[config.mk]
export PLATFORM = sky130hd
export DESIGN_NAME = utf8_sequence_classifier
export DESIGN_NICKNAME = d
export VERILOG_FILES = /design/src/sv/u8sc_pkg.sv /design/src/sv/u8sc_seq.sv /design/src/sv/u8sc_tally.sv /design/src/sv/utf8_sequence_classifier.sv
export VERILOG_INCLUDE_DIRS = /design/src /design/src/sv
export SDC_FILE = /design/constraint.sdc
export NUM_CORES = 1
export LEC_CHECK = 0
export ABC_CLOCK_PERIOD_IN_PS = 7000
export BUFFER_PORTS_ARGS = -buffer_cell sky130_fd_sc_hd__buf_2
export CAP_MARGIN = 0
export CORE_MARGIN = 4
export CORE_UTILIZATION = 30
export CTS_CLUSTER_DIAMETER = 50
export DETAILED_ROUTE_END_ITERATION = 12
export GPL_TIMING_DRIVEN = 0
export MAX_ROUTING_LAYER = met4
export PLACE_DENSITY = 0.48
export SYNTH_ARGS = -nofsm -noshare
export SYNTH_HDL_FRONTEND = slang
export SYNTH_SLANG_ARGS = --single-unit
export TNS_END_PERCENT = 1
[constraint.sdc]
create_clock -name aclk -period 7 [get_ports aclk]
set_clock_uncertainty 0.2 [all_clocks]
set_input_delay 0.35 -clock aclk [delete_from_list [all_inputs] [get_ports aclk]]
set_output_delay 0.35 -clock aclk [all_outputs]
set_load 0.02 [all_outputs]
[src/sv/utf8_sequence_classifier_assert.svh]
// Assertion macros for the UTF-8 sequence classifier.
// Expects aclk and aresetn in the scope of use.
`ifndef UTF8_SEQUENCE_CLASSIFIER_ASSERT_SVH
`define UTF8_SEQUENCE_CLASSIFIER_ASSERT_SVH

// same-cycle implication
`define U8SC_ASSERT_NOW(label, ante, cons) \
    label: assert property (@(posedge aclk) disable iff (!aresetn) (ante) |-> (cons)) \
        else $error("utf8 classifier: same-cycle check failed");

// next-cycle implication
`define U8SC_ASSERT_NEXT(label, ante, cons) \
    label: assert property (@(posedge aclk) disable iff (!aresetn) (ante) |=> (cons)) \
        else $error("utf8 classifier: next-cycle check failed");

`endif

[src/sv/u8sc_pkg.sv]
// Shared types and constants for the UTF-8 sequence classifier.
// No dependencies.
package u8sc_pkg;

    localparam int COUNT_WIDTH_DEFAULT = 32;
    localparam int OUT_WIDTH           = 32;
    localparam int ACC_WIDTH           = 21;
    localparam int SEQ_WIDTH           = 4;
    localparam int M_TDATA_WIDTH       = 104;

    // config register indexes
    localparam logic REG_BREAK_ON_BAD     = 1'b0;
    localparam logic REG_BREAK_ON_STRANGE = 1'b1;

    // sequence progress codes; the last code of each group awaits the final byte
    localparam logic [SEQ_WIDTH-1:0] SEQ_IDLE     = 4'd0;
    localparam logic [SEQ_WIDTH-1:0] SEQ_2B_LAST  = 4'd1;
    localparam logic [SEQ_WIDTH-1:0] SEQ_3B_FIRST = 4'd2;
    localparam logic [SEQ_WIDTH-1:0] SEQ_3B_LAST  = 4'd3;
    localparam logic [SEQ_WIDTH-1:0] SEQ_4B_FIRST = 4'd4;
    localparam logic [SEQ_WIDTH-1:0] SEQ_4B_LAST  = 4'd6;
    localparam logic [SEQ_WIDTH-1:0] SEQ_5B_FIRST = 4'd7;
    localparam logic [SEQ_WIDTH-1:0] SEQ_5B_LAST  = 4'd10;
    localparam logic [SEQ_WIDTH-1:0] SEQ_6B_FIRST = 4'd11;
    localparam logic [SEQ_WIDTH-1:0] SEQ_6B_LAST  = 4'd15;

    localparam logic [ACC_WIDTH-1:0] MIN_2B    = 21'h000080;
    localparam logic [ACC_WIDTH-1:0] MIN_3B    = 21'h000800;
    localparam logic [ACC_WIDTH-1:0] SURR_LO   = 21'h00D800;
    localparam logic [ACC_WIDTH-1:0] SURR_HI   = 21'h00DFFF;
    localparam logic [ACC_WIDTH-1:0] MIN_4B    = 21'h010000;
    localparam logic [ACC_WIDTH-1:0] MAX_CODE  = 21'h10FFFF;

    typedef struct packed {
        logic good;
        logic bad;
        logic strange;
        logic still_open;
    } seq_evt_t;

    typedef struct packed {
        logic                 stopped;
        logic [OUT_WIDTH-1:0] strange;
        logic [OUT_WIDTH-1:0] bad;
        logic [OUT_WIDTH-1:0] good;
    } result_t;

endpackage

[src/sv/u8sc_seq.sv]
// Sequence tracker: lead/continuation decode, payload accumulator, end-of-sequence checks.
// Depends on u8sc_pkg.
module u8sc_seq
    import u8sc_pkg::*;
(
    input  logic                 aclk,
    input  logic                 aresetn,
    input  logic                 step,
    input  logic                 last,
    input  logic                 halted,
    input  logic [7:0]           data_byte,
    output seq_evt_t             evt,
    output logic [SEQ_WIDTH-1:0] seq_state
);

    logic [SEQ_WIDTH-1:0] state_reg, state_next, state_proc;
    logic [ACC_WIDTH-1:0] acc_reg, acc_next, acc_proc, acc_shift;

    assign acc_shift = {acc_reg[ACC_WIDTH-7:0], data_byte[5:0]};

    always_comb begin
        state_proc = state_reg;
        acc_proc   = acc_reg;
        evt        = '0;
        if (state_reg == SEQ_IDLE) begin
            priority if (data_byte[7] == 1'b0) begin
                state_proc = SEQ_IDLE;
            end else if (data_byte[7:6] == 2'b10) begin
                evt.bad = 1'b1;
            end else if (data_byte[7:5] == 3'b110) begin
                acc_proc   = ACC_WIDTH'(data_byte[4:0]);
                state_proc = SEQ_2B_LAST;
            end else if (data_byte[7:4] == 4'b1110) begin
                acc_proc   = ACC_WIDTH'(data_byte[3:0]);
                state_proc = SEQ_3B_FIRST;
            end else if (data_byte[7:3] == 5'b11110) begin
                acc_proc   = ACC_WIDTH'(data_byte[2:0]);
                state_proc = SEQ_4B_FIRST;
            end else if (data_byte[7:2] == 6'b111110) begin
                acc_proc   = ACC_WIDTH'(data_byte[1:0]);
                state_proc = SEQ_5B_FIRST;
            end else if (data_byte[7:1] == 7'b1111110) begin
                acc_proc   = ACC_WIDTH'(data_byte[0]);
                state_proc = SEQ_6B_FIRST;
            end else begin
                state_proc = SEQ_IDLE;
            end
        end else if (data_byte[7:6] != 2'b10) begin
            evt.bad    = 1'b1;
            state_proc = SEQ_IDLE;
        end else begin
            acc_proc = acc_shift;
            unique case (state_reg)
                SEQ_2B_LAST: begin
                    evt.strange = acc_shift < MIN_2B;
                    evt.good    = !(acc_shift < MIN_2B);
                    state_proc  = SEQ_IDLE;
                end
                SEQ_3B_LAST: begin
                    evt.strange = (acc_shift < MIN_3B)
                               || (acc_shift >= SURR_LO && acc_shift <= SURR_HI);
                    evt.good    = !evt.strange;
                    state_proc  = SEQ_IDLE;
                end
                SEQ_4B_LAST: begin
                    evt.strange = (acc_shift < MIN_4B) || (acc_shift > MAX_CODE);
                    evt.good    = !evt.strange;
                    state_proc  = SEQ_IDLE;
                end
                SEQ_5B_LAST, SEQ_6B_LAST: begin
                    evt.strange = 1'b1;
                    state_proc  = SEQ_IDLE;
                end
                default: begin
                    state_proc = state_reg + 1'b1;
                end
            endcase
        end
        evt.still_open = state_proc != SEQ_IDLE;
    end

    always_comb begin
        state_next = state_reg;
        acc_next   = acc_reg;
        if (step) begin
            if (last) begin
                state_next = SEQ_IDLE;
                acc_next   = '0;
            end else if (!halted) begin
                state_next = state_proc;
                acc_next   = acc_proc;
            end
        end
    end

    always_ff @(posedge aclk) begin
        if (!aresetn) begin
            state_reg <= SEQ_IDLE;
            acc_reg   <= '0;
        end else begin
            state_reg <= state_next;
            acc_reg   <= acc_next;
        end
    end

    assign seq_state = state_reg;

endmodule

[src/sv/u8sc_tally.sv]
// Saturating totals, break-mode halt and end-of-buffer result.
// Depends on u8sc_pkg.
module u8sc_tally
    import u8sc_pkg::*;
#(
    parameter int COUNT_WIDTH = COUNT_WIDTH_DEFAULT
) (
    input  logic     aclk,
    input  logic     aresetn,
    input  logic     step,
    input  logic     last,
    input  logic     break_on_bad,
    input  logic     break_on_strange,
    input  seq_evt_t evt,
    output logic     halted,
    output result_t  result
);

    logic [COUNT_WIDTH-1:0] good_reg, good_next, good_a;
    logic [COUNT_WIDTH-1:0] bad_reg, bad_next, bad_a, bad_f;
    logic [COUNT_WIDTH-1:0] strange_reg, strange_next, strange_a;
    logic                   halted_reg, halted_next, halt_a, take;

    assign take = !halted_reg;

    always_comb begin
        good_a    = (take && evt.good && !(&good_reg)) ? good_reg + 1'b1 : good_reg;
        bad_a     = (take && evt.bad && !(&bad_reg)) ? bad_reg + 1'b1 : bad_reg;
        strange_a = (take && evt.strange && !(&strange_reg)) ? strange_reg + 1'b1
                                                             : strange_reg;
        halt_a    = halted_reg || (break_on_bad && (bad_a != '0))
                 || (break_on_strange && (strange_a != '0));
        // sequence left open at the end of the buffer
        bad_f     = (last && !halt_a && evt.still_open && !(&bad_a)) ? bad_a + 1'b1 : bad_a;
    end

    always_comb begin
        good_next    = good_reg;
        bad_next     = bad_reg;
        strange_next = strange_reg;
        halted_next  = halted_reg;
        if (step) begin
            if (last) begin
                good_next    = '0;
                bad_next     = '0;
                strange_next = '0;
                halted_next  = 1'b0;
            end else begin
                good_next    = good_a;
                bad_next     = bad_a;
                strange_next = strange_a;
                halted_next  = halt_a;
            end
        end
    end

    always_ff @(posedge aclk) begin
        if (!aresetn) begin
            good_reg    <= '0;
            bad_reg     <= '0;
            strange_reg <= '0;
            halted_reg  <= 1'b0;
        end else begin
            good_reg    <= good_next;
            bad_reg     <= bad_next;
            strange_reg <= strange_next;
            halted_reg  <= halted_next;
        end
    end

    generate
        if (COUNT_WIDTH > OUT_WIDTH) begin : g_clip
            assign result.good    = (|good_a[COUNT_WIDTH-1:OUT_WIDTH]) ? '1
                                                                       : good_a[OUT_WIDTH-1:0];
            assign result.bad     = (|bad_f[COUNT_WIDTH-1:OUT_WIDTH]) ? '1
                                                                      : bad_f[OUT_WIDTH-1:0];
            assign result.strange = (|strange_a[COUNT_WIDTH-1:OUT_WIDTH]) ? '1
                                                                : strange_a[OUT_WIDTH-1:0];
        end else begin : g_ext
            assign result.good    = OUT_WIDTH'(good_a);
            assign result.bad     = OUT_WIDTH'(bad_f);
            assign result.strange = OUT_WIDTH'(strange_a);
        end
    endgenerate

    assign result.stopped = halted_reg;
    assign halted         = halted_reg;

endmodule

[src/sv/utf8_sequence_classifier.sv]
// Top level of the UTF-8 sequence classifier: config registers, output and skid registers.
// Depends on u8sc_pkg, u8sc_seq, u8sc_tally, utf8_sequence_classifier_assert.svh.
//
// channel  | direction | payload
// ---------+-----------+---------------------------------------------------
// s_*      | in        | tdata: data_byte; tlast: last_byte
// m_*      | out       | tdata: good, bad, strange counts, stopped_early
// cfg_*    | in        | write of break_on_bad (0) / break_on_strange (1)
//
// One byte per cycle while s_tready is high; the state update is one pass of decode logic per byte.
// The result is registered at the edge that accepts the request carrying tlast.
// A skid register holds one more result while m_tready is low.
// s_tready drops only while both result slots are full; it is a register output.
// aresetn is synchronous; it clears sequence state, totals and config.
`include "utf8_sequence_classifier_assert.svh"

module utf8_sequence_classifier
    import u8sc_pkg::*;
#(
    parameter int COUNT_WIDTH = COUNT_WIDTH_DEFAULT
) (
    input  logic                     aclk,
    input  logic                     aresetn,
    input  logic                     s_tvalid,
    output logic                     s_tready,
    input  logic [7:0]               s_tdata,   // [7:0] data_byte
    input  logic                     s_tlast,
    output logic                     m_tvalid,
    input  logic                     m_tready,
    // [31:0] good_count, [63:32] bad_count, [95:64] strange_count,
    // [96] stopped_early, [103:97] zero
    output logic [M_TDATA_WIDTH-1:0] m_tdata,
    input  logic                     cfg_wr_en,
    input  logic                     cfg_addr,
    input  logic                     cfg_wdata
);

    logic                  s_accept;
    logic                  s_last_acc;
    logic                  m_take;
    logic                  brk_bad_reg, brk_strange_reg;
    logic                  m_valid_reg, m_valid_next;
    logic [3*OUT_WIDTH:0]  m_data_reg, m_data_next;
    logic                  skid_valid_reg, skid_valid_next;
    logic [3*OUT_WIDTH:0]  skid_data_reg, skid_data_next;
    logic                  halted;
    logic [SEQ_WIDTH-1:0]  seq_state;
    seq_evt_t              evt;
    result_t               result;

    assign s_tready   = !skid_valid_reg;
    assign s_accept   = s_tvalid && s_tready;
    assign s_last_acc = s_accept && s_tlast;
    assign m_take     = m_valid_reg && m_tready;

    always_ff @(posedge aclk) begin
        if (!aresetn) begin
            brk_bad_reg     <= 1'b0;
            brk_strange_reg <= 1'b0;
        end else if (cfg_wr_en) begin
            unique case (cfg_addr)
                REG_BREAK_ON_BAD:     brk_bad_reg     <= cfg_wdata;
                REG_BREAK_ON_STRANGE: brk_strange_reg <= cfg_wdata;
            endcase
        end
    end

    u8sc_seq u_seq (
        .aclk      (aclk),
        .aresetn   (aresetn),
        .step      (s_accept),
        .last      (s_tlast),
        .halted    (halted),
        .data_byte (s_tdata),
        .evt       (evt),
        .seq_state (seq_state)
    );

    u8sc_tally #(
        .COUNT_WIDTH (COUNT_WIDTH)
    ) u_tally (
        .aclk             (aclk),
        .aresetn          (aresetn),
        .step             (s_accept),
        .last             (s_tlast),
        .break_on_bad     (brk_bad_reg),
        .break_on_strange (brk_strange_reg),
        .evt              (evt),
        .halted           (halted),
        .result           (result)
    );

    // skid slot drains into the output slot first, so order is kept
    always_comb begin
        m_valid_next    = m_valid_reg;
        m_data_next     = m_data_reg;
        skid_valid_next = skid_valid_reg;
        skid_data_next  = skid_data_reg;
        if (!m_valid_reg || m_take) begin
            if (skid_valid_reg) begin
                m_valid_next    = 1'b1;
                m_data_next     = skid_data_reg;
                skid_valid_next = 1'b0;
            end else if (s_last_acc) begin
                m_valid_next = 1'b1;
                m_data_next  = result;
            end else begin
                m_valid_next = 1'b0;
            end
        end else if (s_last_acc) begin
            skid_valid_next = 1'b1;
            skid_data_next  = result;
        end
    end

    always_ff @(posedge aclk) begin
        if (!aresetn) begin
            m_valid_reg    <= 1'b0;
            skid_valid_reg <= 1'b0;
        end else begin
            m_valid_reg    <= m_valid_next;
            skid_valid_reg <= skid_valid_next;
        end
        m_data_reg    <= m_data_next;
        skid_data_reg <= skid_data_next;
    end

    assign m_tvalid = m_valid_reg;
    assign m_tdata  = M_TDATA_WIDTH'(m_data_reg);

    `U8SC_ASSERT_NEXT(a_result_follows_last, s_accept && s_tlast, m_tvalid)
    `U8SC_ASSERT_NOW(a_skid_behind_main, skid_valid_reg, m_valid_reg)
    `U8SC_ASSERT_NEXT(a_idle_holds_state, !s_accept, $stable(seq_state) && $stable(halted))

endmodule
==> impl_metrics.tcl, run 1 <==
set metrics [dict create \
    cp_slowest_cell "clkbuf_1" \
    min_path_type "input port to flip-flop" \
    yosysUniqueCellTypes 84 \
    clock_path_buffers 3 \
    core_mm2 0.05531 \
    crit_type "flip-flop to flip-flop" \
    period_share 0.8885 \
    crit_path_max_fanout 10 \
    wl_um 52180 \
    finalSetupViolCount 0 \
    maxSlewHeadroom 0.1343 \
    fin_nets 1875 \
    holdWs_ps 38.92 \
    drc_errors 0 \
    synth-async-reset-ratio 0 \
    cts_max_level 2 \
    end_kind "flip-flop" \
    hold_violations 0 \
    cts.sinks 314 \
    die_width_um 244.7 \
    cp.arrival_ps 6290 \
    maxCapViolations 0 \
    max_freq_ghz 0.1608 \
    overflow 0 \
    ir_worst_vdd_mv 0.1384 \
    dr.pass1.iters 6 \
    status "finished, final reports clean" \
    clk_latency_ps 550 \
    crit_top_cell "clkbuf_1" \
    synth_seq_cells 314 \
    seq_area_frac_synth 0.4896 \
    rows 86 \
    grt_pass1_vias 13310 \
    syn_inst 1679 \
    whs_endpoint "brk_bad_reg" \
    cts_tree "built" \
    post-dp-hpwl_um 38830 \
    gp_congestion 0.9495 \
    place_ws_ps 897.9 \
    grt_start_max_net_pins 63 \
    clk_pin_slew_ps 60 \
    synth_area_per_cell_um2 10.01 \
    rr_endpoint "m_data_reg[43]" \
    crit_path_cell_trace "clkbuf_1 -> and3_1 -> and3_1 -> clkbuf_1 -> and4_1 -> clkbuf_1 -> clkbuf_1 -> nor2_1 -> xnor2_1 -> ha_1 -> nand2_1 -> or4_1 -> nor4_1 -> and4b_1 -> nor2_1 -> or3_1 -> clkbuf_1 -> nor4_1 -> o31ai_1" \
    finalMaxSlewViolations 0 \
    area_growth_syn_to_layout_pct 17.65 \
    fin_ws_ps 780.8 \
    hold_path_depth 4 \
    p_leak_nw 6.655 \
    rsz0062_at_grt "no" \
    start_kind "flip-flop" \
    synth_edf_count 194 \
    drive_above_1_share 0.1688 \
    min_from "cfg_wr_en" \
    numCtsBuffers 40 \
    vias 13820 \
    portBuffers 111 \
    die_h_um 244.7 \
    worst_pin_slew_ps 1294 \
    finalCriticalPeriod_ps 6219 \
    vias_per_cell 5.260 \
    pin_count 122 \
    antenna_left 0 \
    synth_ff_type "edfxtp_1" \
    reg2regPathDepth 19 \
    drtIter0Drc 1068 \
    reg2reg_slack_ps 780 \
    critPathMaxStageDelay_ps 500 \
    cts_setup_buffers 0 \
    routedWlPerCell_um 19.86 \
    syn_area_mm2 0.01680 \
    die-area_mm2 0.05987 \
    grt_pass1_wl_um 80090 \
    grt_usage 0.1738 \
    yosys_warnings 0 \
    rr_startpoint "u_tally.bad_reg[24]" \
    fillCellCount 5617 \
    power.density_mw_per_mm2 212.7 \
    antenna_found_initial 1 \
    initial_core_util 0.3038 \
    clock-root-buffer "clkbuf_16" \
    critPathRequiredTime_ps 7070 \
]
repair_timing:
action / in CTS / in global routing
gates resized for setup: 0 / 0
hold buffers: 8 / 0
endpoints found under the hold margin: 8 / 0
kinds of logic after synthesis:
logic type                 Yosys count  synth area share
AOI/OAI and AO/OA                  307            0.1280
xor gates and xnor gates            95           0.04951
adders and majority gates            9          0.006701
buffers and inverters              149           0.03745
DFF                                314            0.4896
muxes                               75           0.04966
other                                1         0.0002231
and+or+nand+nor                    729            0.2389
per-stage QoR:
stage	util	TNS (ps)	instance area, um2	total power (W)	instances
final	0.3575	0	19770	0.004205	2628
after global routing	0.3574	0	19770	0.004366	2626
after CTS	0.3574	0	19770	0.004277	2626
after detailed placement	0.3329	0	18410	0.002248	2548
after global placement	0.3312	-141180	18320	0.002248	2544
after floorplan	-	0	16830	0.002165	1685
Yosys cell counts, types with 10 or more instances:
library cell | number | area [um2]
nor3b_1 | 10 | 75.07
or3_1 | 20 | 125.1
nand2_1 | 144 | 540.5
edfxtp_1 | 194 | 5826
and4_1 | 26 | 227.7
buf_2 | 14 | 70.07
nand4_1 | 36 | 225.2
nor2_1 | 98 | 367.9
a21boi_0 | 27 | 202.7
inv_1 | 21 | 78.83
mux2_2 | 67 | 754.5
a22oi_1 | 66 | 495.5
clkbuf_1 | 100 | 375.4
and2_1 | 24 | 150.1
nor3_1 | 53 | 265.3
and3_1 | 33 | 206.5
nand3_1 | 69 | 345.3
a31oi_1 | 16 | 100.1
nor2b_1 | 89 | 556.8
o31ai_1 | 29 | 217.7
or2_2 | 16 | 100.1
dfxtp_1 | 120 | 2402
or4_1 | 12 | 90.09
xnor2_1 | 61 | 534.3
xor2_1 | 34 | 297.8
nor4_1 | 55 | 344.1
o21ai_0 | 51 | 255.2
a21oi_1 | 51 | 255.2
cells in the final DEF (no fill, tap or decap), drive strengths merged, types with 9 or more instances in the layout:
cell type and n:
and2 26, and4 26, nor2b 89, nor3 55, clkinv 10, a31oi 17, a21oi 52, or2 17
nand2 144, nor3b 10, o21ai 53, edfxtp 194, clkbuf 153, nor2 99, a22oi 66, o31ai 37
or3 20, nand3 69, a21boi 29, xor2 34, nor4 55, buf 143, nand4 37, dfxtp 120
ha 9, or4 15, and3 33, xnor2 61, inv 26, mux2 67
critical path: cells and delay by family (launching register included):
kind | cells | cell delay, ps
and+or+nand+nor | 11 | 2900
adders and majority gates | 1 | 220
xor gates and xnor gates | 1 | 400
DFF | 1 | 310
AOI/OAI and AO/OA | 1 | 130
buffers and inverters | 5 | 1770
worst max path at each step:
stage	from	to	slack, ps
2_1_floorplan	skid_valid_reg	m_data_reg[0]	1140
3_3_place_gp	skid_valid_reg	m_data_reg[42]	-1470
3_5_place_dp	u_tally.bad_reg[24]	m_data_reg[43]	900
4_1_cts	u_tally.bad_reg[24]	m_data_reg[43]	840
5_1_grt	u_tally.bad_reg[24]	m_data_reg[43]	300
6_report	u_tally.bad_reg[24]	m_data_reg[43]	780
final cells by class:
cell class	count	area (um2)	share of cell area
Sequential cell	314	8228	0.4161
Timing Repair Buffer	123	710.7	0.03594
Antenna cell	2	5.005	0.0002531
Clock buffer	53	1136	0.05746
Buffer	128	550.5	0.02784
Multi-Input combinational cell	1222	7988	0.4040
Tap cell	748	935.9	0.04734
Inverter	21	78.83	0.003987
Clock inverter	17	138.9	0.007024
power breakdown:
part           internal (W)  switching [W]
registers           0.00198     0.00000779
clock network       0.00119       0.000807
logic             0.0000640       0.000158
total               0.00323       0.000973
metal layers:
layer,vias to the layer above,track usage,routed length [um]
li1,6609,-,-
met1,6712,0.2385,24710
met2,408,0.2621,23180
met3,95,0.02873,2636
met4,0,0.05924,1656
met5,-,-,0
Note: power is estimated with default switching activity, not from simulation.
==> inputs of run 2 (changes only) <==
CORE_ASPECT_RATIO = 1.5   (was default)
==> run 2 against run 1 <==
Compared with the run above: register-to-register slack got worse by 210 ps; combinational power rose by 3%; critical path depth unchanged.
==> impl_metrics.tcl, run 2 (synthesized netlist as in run 1, its figures left out) <==
set metrics [dict create \
    status "finished, final reports clean" \
    vias 13910 \
    power.density_mw_per_mm2 216.5 \
    post-route-util 0.3556 \
    cts.sinks 314 \
    rsz0062_at_grt "no" \
    layout_common_cells "edfxtp_1 (194), nand2_1 (144), buf_2 (125), dfxtp_1 (120), clkbuf_1 (106)" \
    finalSetupViolCount 0 \
    maxCapViolations 0 \
    cts_max_level 2 \
    core_mm2 0.05557 \
    vias_per_cell 5.379 \
    finalMaxSlewViolations 0 \
    portBuffers 111 \
    dp.cells 2503 \
    min_from "cfg_wr_en" \
    total_power_w 0.004278 \
    fillCellCount 5695 \
    min_path_type "input port to flip-flop" \
    grt_pass1_wl_um 84880 \
    maxSlewHeadroom 0.2140 \
    dr.pass1.iters 5 \
    instances_no_fill 2585 \
    hold_buffers 9 \
    grt_pass1_vias 13770 \
    drc_errors 0 \
    fin_nets 1876 \
    post-dp-hpwl_um 42350 \
    grt_usage 0.1857 \
    ir_worst_vdd_mv 0.1573 \
    rows 106 \
    overflow 0 \
    clock_path_buffers 3 \
    rr_startpoint "u_tally.bad_reg[24]" \
    period_share 0.9181 \
    crit_type "flip-flop to flip-flop" \
    cts_resized 0 \
    numCtsBuffers 39 \
    die_h_um 297.9 \
    pin_count 122 \
    place_ws_ps 638.0 \
    start_kind "flip-flop" \
    hold_violations 0 \
    crit_path_max_fanout 10 \
    seq_area_mm2 0.008228 \
    initial_core_util 0.3024 \
    p_leak_nw 6.670 \
    mostFrequentLayoutCell "edfxtp_1" \
    gp_congestion 0.9654 \
    drtIter0Drc 756 \
    wl_um 56300 \
    hold_path_depth 4 \
    cts_setup_buffers 0 \
    critPathRequiredTime_ps 7080 \
    area_growth_syn_to_layout_pct 17.59 \
    multi_input_area_mm2 0.007988 \
    drive_above_1_share 0.1706 \
    max_freq_ghz 0.1556 \
    worst_pin_slew_ps 1163 \
    die_width_um 201.2 \
    end_kind "flip-flop" \
    finalCriticalPeriod_ps 6427 \
    final.setup.tns_ps 0 \
    cp.arrival_ps 6510 \
    die-area_mm2 0.05994 \
    cts_tree "built" \
    clock-root-buffer "clkbuf_16" \
    clk_latency_ps 550 \
    fin_ws_ps 573.4 \
    routedWlPerCell_um 21.78 \
    clk_pin_slew_ps 60 \
    worstSetupStartpoint "u_tally.bad_reg[24]" \
    antenna_found_initial 1 \
    grt_start_max_net_pins 50 \
    reg2regPathDepth 19 \
    antenna_left 0 \
]
run 2: area by class of cell:
type / count / share of cell area
repair buffers: 125 / 0.03748
plain buffers: 128 / 0.02786
flip-flops and latches: 314 / 0.4164
inverters: 21 / 0.003989
clock buffers: 45 / 0.05053
multi-input cells: 1222 / 0.4042
well taps: 702 / 0.04445
clock inverters: 27 / 0.01501
diodes: 1 / 0.0001266
run 2: metal layers:
metal  global-route usage  share of wire
met3              0.02254          0.042
met4              0.08485          0.048
met5                    -              0
met2               0.3328           0.52
met1               0.2062           0.39
run 2: worst paths after layout:
check / endpoint / slack [ps]
max: m_data_reg[41] / 570
min reg2reg: skid_data_reg[96] / 230
max reg2reg: m_data_reg[41] / 570
min: brk_bad_reg / 50
run 2: through the flow:
step / hold WS (ps) / instance area [um2]
3_3_place_gp: 213.5 / 18260
3_5_place_dp: 213.9 / 18370
4_1_cts: 22.99 / 19760
6_report: 46.50 / 19760
5_1_grt: 65.18 / 19760
2_1_floorplan: 206.4 / 16830
run 2: where the power goes:
group	switching (W)	internal, W	leakage, nW	total, W
clock network	0.000862	0.00120	0.628	0.00206
logic	0.000164	0.0000654	3.35	0.000229
registers	0.00000827	0.00198	2.69	0.00199
total	0.00103	0.00324	6.67	0.00428
run 2: critical path: stages (launching register included):
cell      delay, ps
dfxtp_1         310
clkbuf_1        420
and3_1          260
and3_1          170
clkbuf_1        330
and4_1          240
clkbuf_1        390
clkbuf_1        530
nor2_1          240
xnor2_1         370
ha_1            210
nand2_1         120
or4_1           460
nor4_1          220
and4b_1         290
nor2_1          120
or3_1           390
clkbuf_1        190
o21a_1          230
o31ai_1         460
==> inputs of run 3 (changes only) <==
--- a/config.mk
+++ b/config.mk
@@ -18,5 +18,6 @@
 export MAX_ROUTING_LAYER = met4
-export PLACE_DENSITY = 0.48
+export PLACE_DENSITY = 0.43
 export SYNTH_ARGS = -nofsm -noshare
 export SYNTH_HDL_FRONTEND = slang
+export SYNTH_HIERARCHICAL = 1
 export SYNTH_SLANG_ARGS = --single-unit
==> constraint.sdc (replaced) <==
create_clock -name aclk -period 7 [get_ports aclk]
set_clock_uncertainty 0.2 [all_clocks]
set_input_delay 1.4 -clock aclk [delete_from_list [all_inputs] [get_ports aclk]]
set_output_delay 1.4 -clock aclk [all_outputs]
set_load 0.02 [all_outputs]
==> run 3 against run 2 <==
Compared with the run above: critical path depth unchanged; largest power group unchanged; critical endpoint is now m_data_reg[61]; highest routed layer unchanged; routed wire length fell by 11%; hold slack improved by 230 ps.
==> impl_metrics.tcl, run 3 <==
set metrics [dict create \
    fin_ws_ps 341.0 \
    gp_congestion 0.8905 \
    drc_errors 0 \
    yosysMostFrequentCell "edfxtp_1" \
    ir_worst_vdd_mv 0.1744 \
    die_h_um 298.9 \
    crit_type "input port to flip-flop" \
    period_share 0.9513 \
    synth_common_cells "edfxtp_1 (194), nor2_1 (180), dfxtp_1 (120), mux2_4 (97), nand2_1 (92)" \
    antenna_left 0 \
    min_path_type "flip-flop to flip-flop" \
    cp.arrival_ps 6740 \
    fin_nets 1776 \
    hold_path_depth 1 \
    reg2regPathDepth 22 \
    synth_area_per_cell_um2 10.67 \
    drtIter0Drc 740 \
    crit_path_cell_trace "buf_2 -> clkbuf_1 -> nor2b_1 -> nand2_1 -> nor2_1 -> o31a_1 -> and4b_1 -> nand4_1 -> nor3_1 -> a31oi_1 -> or4_1 -> a2111o_1 -> o31ai_4 -> o211a_1 -> buf_4 -> buf_4 -> nand4_1 -> xor2_1 -> mux2_4" \
    clock_path_buffers 3 \
    cts_resized 0 \
    maxCapViolations 0 \
    portBuffers 114 \
    power.density_mw_per_mm2 212.9 \
    clk_latency_ps 540 \
    cts_setup_buffers 0 \
    synth_edf_count 194 \
    cts_tree "built" \
    initial_core_util 0.3031 \
    cts_max_level 2 \
    hold_violations 0 \
    seq_area_frac_synth 0.4862 \
    crit_buf_inv 4 \
    routedWlPerCell_um 19.66 \
    p_leak_nw 7.010 \
    grt_pass1_wl_um 77500 \
    yosys_warnings 6 \
    synth_seq_cells 314 \
    dpl_cell_area_mm2 0.01856 \
    netlist.area_leader.share 0.3443 \
    area_growth_syn_to_layout_pct 17.46 \
    grt_usage 0.1663 \
    synth_top_area_cell "edfxtp_1" \
    finalCriticalPeriod_ps 6659 \
    maxSlewHeadroom 0.2406 \
    synth_area_leaders "edfxtp_1 (34%), dfxtp_1 (14%), mux2_4 (8.6%), nor2_1 (4.0%), xnor2_1 (3.3%)" \
    overflow 0 \
    mostFrequentLayoutCell "edfxtp_1" \
    cp_slowest_cell "or4_1" \
    wl_um 49870 \
    max_freq_ghz 0.1502 \
    rsz0062_at_grt "no" \
    min_from "u_seq/acc_reg[13]" \
    start_kind "input port" \
    drive_above_1_share 0.2124 \
    rows 106 \
    grt_pass1_vias 12800 \
    reg2reg_slack_ps 590 \
    vias 12660 \
    fillCellCount 5636 \
    crit_path_max_fanout 10 \
    critPathRequiredTime_ps 7080 \
    place_ws_ps -514.0 \
    rr_startpoint "u_seq/seq_state[0]" \
    syn_area_mm2 0.01692 \
    core_mm2 0.05584 \
    total_power_w 0.004232 \
    clk_pin_slew_ps 60 \
    critPathMaxStageDelay_ps 620 \
    hold_buffers 0 \
    clock-root-buffer "clkbuf_16" \
    numCtsBuffers 39 \
    grt_start_max_net_pins 51 \
    pin_count 122 \
    dp.cells 2466 \
    end_kind "flip-flop" \
    whs_endpoint "u_seq/acc_reg[13]" \
    worst_pin_slew_ps 1134 \
    post-dp-hpwl_um 37080 \
    status "finished, final reports clean" \
    cts.sinks 314 \
    syn_inst 1586 \
    yosysUniqueCellTypes 85 \
    dr.pass1.iters 5 \
    synth_ff_type "edfxtp_1" \
    rr_endpoint "m_data_reg[61]" \
    synth-async-reset-ratio 0 \
    antenna_found_initial 1 \
    vias_per_cell 4.990 \
    die-area_mm2 0.06035 \
    layout_common_cells "edfxtp_1 (194), nor2_1 (179), buf_2 (141), dfxtp_1 (120), mux2_4 (97)" \
    fin_area_mm2 0.01988 \
    critPathTopFamily "simple AND/OR/NAND/NOR gates" \
    instances_no_fill 2537 \
    finalMaxSlewViolations 0 \
    finalSetupViolCount 0 \
    die_width_um 201.9 \
]
==> run 3: cell count changes after synthesis, sizes merged, moves of 30 or more <==
cell    previous run  this run
clkbuf           100        58
nor2              99       180
mux2              67        98
nor2b             89        13
nor4              55        25
nand2            144        92
==> run 3: worst max path at each step <==
| stage | cells past startpoint | slack, ps | startpoint | endpoint |
|---|---|---|---|---|
| after floorplan | 2 | 750 | s_tlast | m_data_reg[0] |
| after global placement | 3 | -2360 | s_tlast | m_data_reg[64] |
| after detailed placement | 21 | -510 | s_tdata[6] | m_data_reg[61] |
| after CTS | 21 | 30 | s_tdata[6] | m_data_reg[61] |
| after global routing | 19 | 60 | s_tdata[6] | m_data_reg[59] |
| final | 19 | 340 | s_tdata[6] | m_data_reg[61] |
==> run 3: area by class of cell <==
type                       instances  area (um2)  share of cell area
multi-input combinational       1125        7910              0.3979
buffer                           113       683.2             0.03437
inverter                          40       150.1            0.007553
antenna                            1       2.502           0.0001259
timing repair buffer             118       658.1             0.03311
clock inverter                    24       235.2             0.01183
sequential                       314        8228              0.4139
tap                              756       945.9             0.04759
clock buffer                      46        1065             0.05357
==> run 3: report_power, final <==
part | internal, W | switching (W)
sequential | 0.00198 | 0.00000901
clock | 0.00119 | 0.000844
combinational | 0.0000600 | 0.000152
==> run 3: cell families after synthesis <==
logic type / synth area share
adders and majority gates: 0.006654
xor gates and xnor gates: 0.05841
and+or+nand+nor: 0.2016
muxes: 0.08969
other: 0.0002216
buffers and inverters: 0.04924
AOI/OAI and AO/OA: 0.1080
DFF: 0.4862
==> run 3: worst register-to-register path, stage by stage (launching register included) <==
cell and delay (ps):
dfxtp_1 380, inv_1 110, ha_1 240, nor3b_1 500, buf_2 340, xnor2_2 230
nand2b_1 280, a31oi_2 470, nor2_1 90, a21o_1 220, inv_1 130, ha_1 160
inv_1 80, a211oi_1 350, nand4b_1 150, nor4b_1 570, and4_1 430, o211a_1 180
buf_4 200, buf_4 240, nand4_1 150, xor2_1 220, mux2_4 280
==> run 3: metal layers <==
metal  GRT usage  vias to the layer above  wire [um]
li1            -                     6196          -
met1      0.1967                     6112      21010
met2      0.2937                      266      25520
met3     0.02041                       85       1730
met4     0.05472                        0       1609
met5           -                        -          0
==> run 3: through the flow <==
stage	hold WS, ps	setup TNS, ps	utilization
detailed placement	266.2	-14910	0.3324
finish	281.5	0	0.3560
global route	310.8	0	0.3560
floorplan	243.4	0	-
CTS	283.8	0	0.3557
global placement	261.8	-240120	0.3306
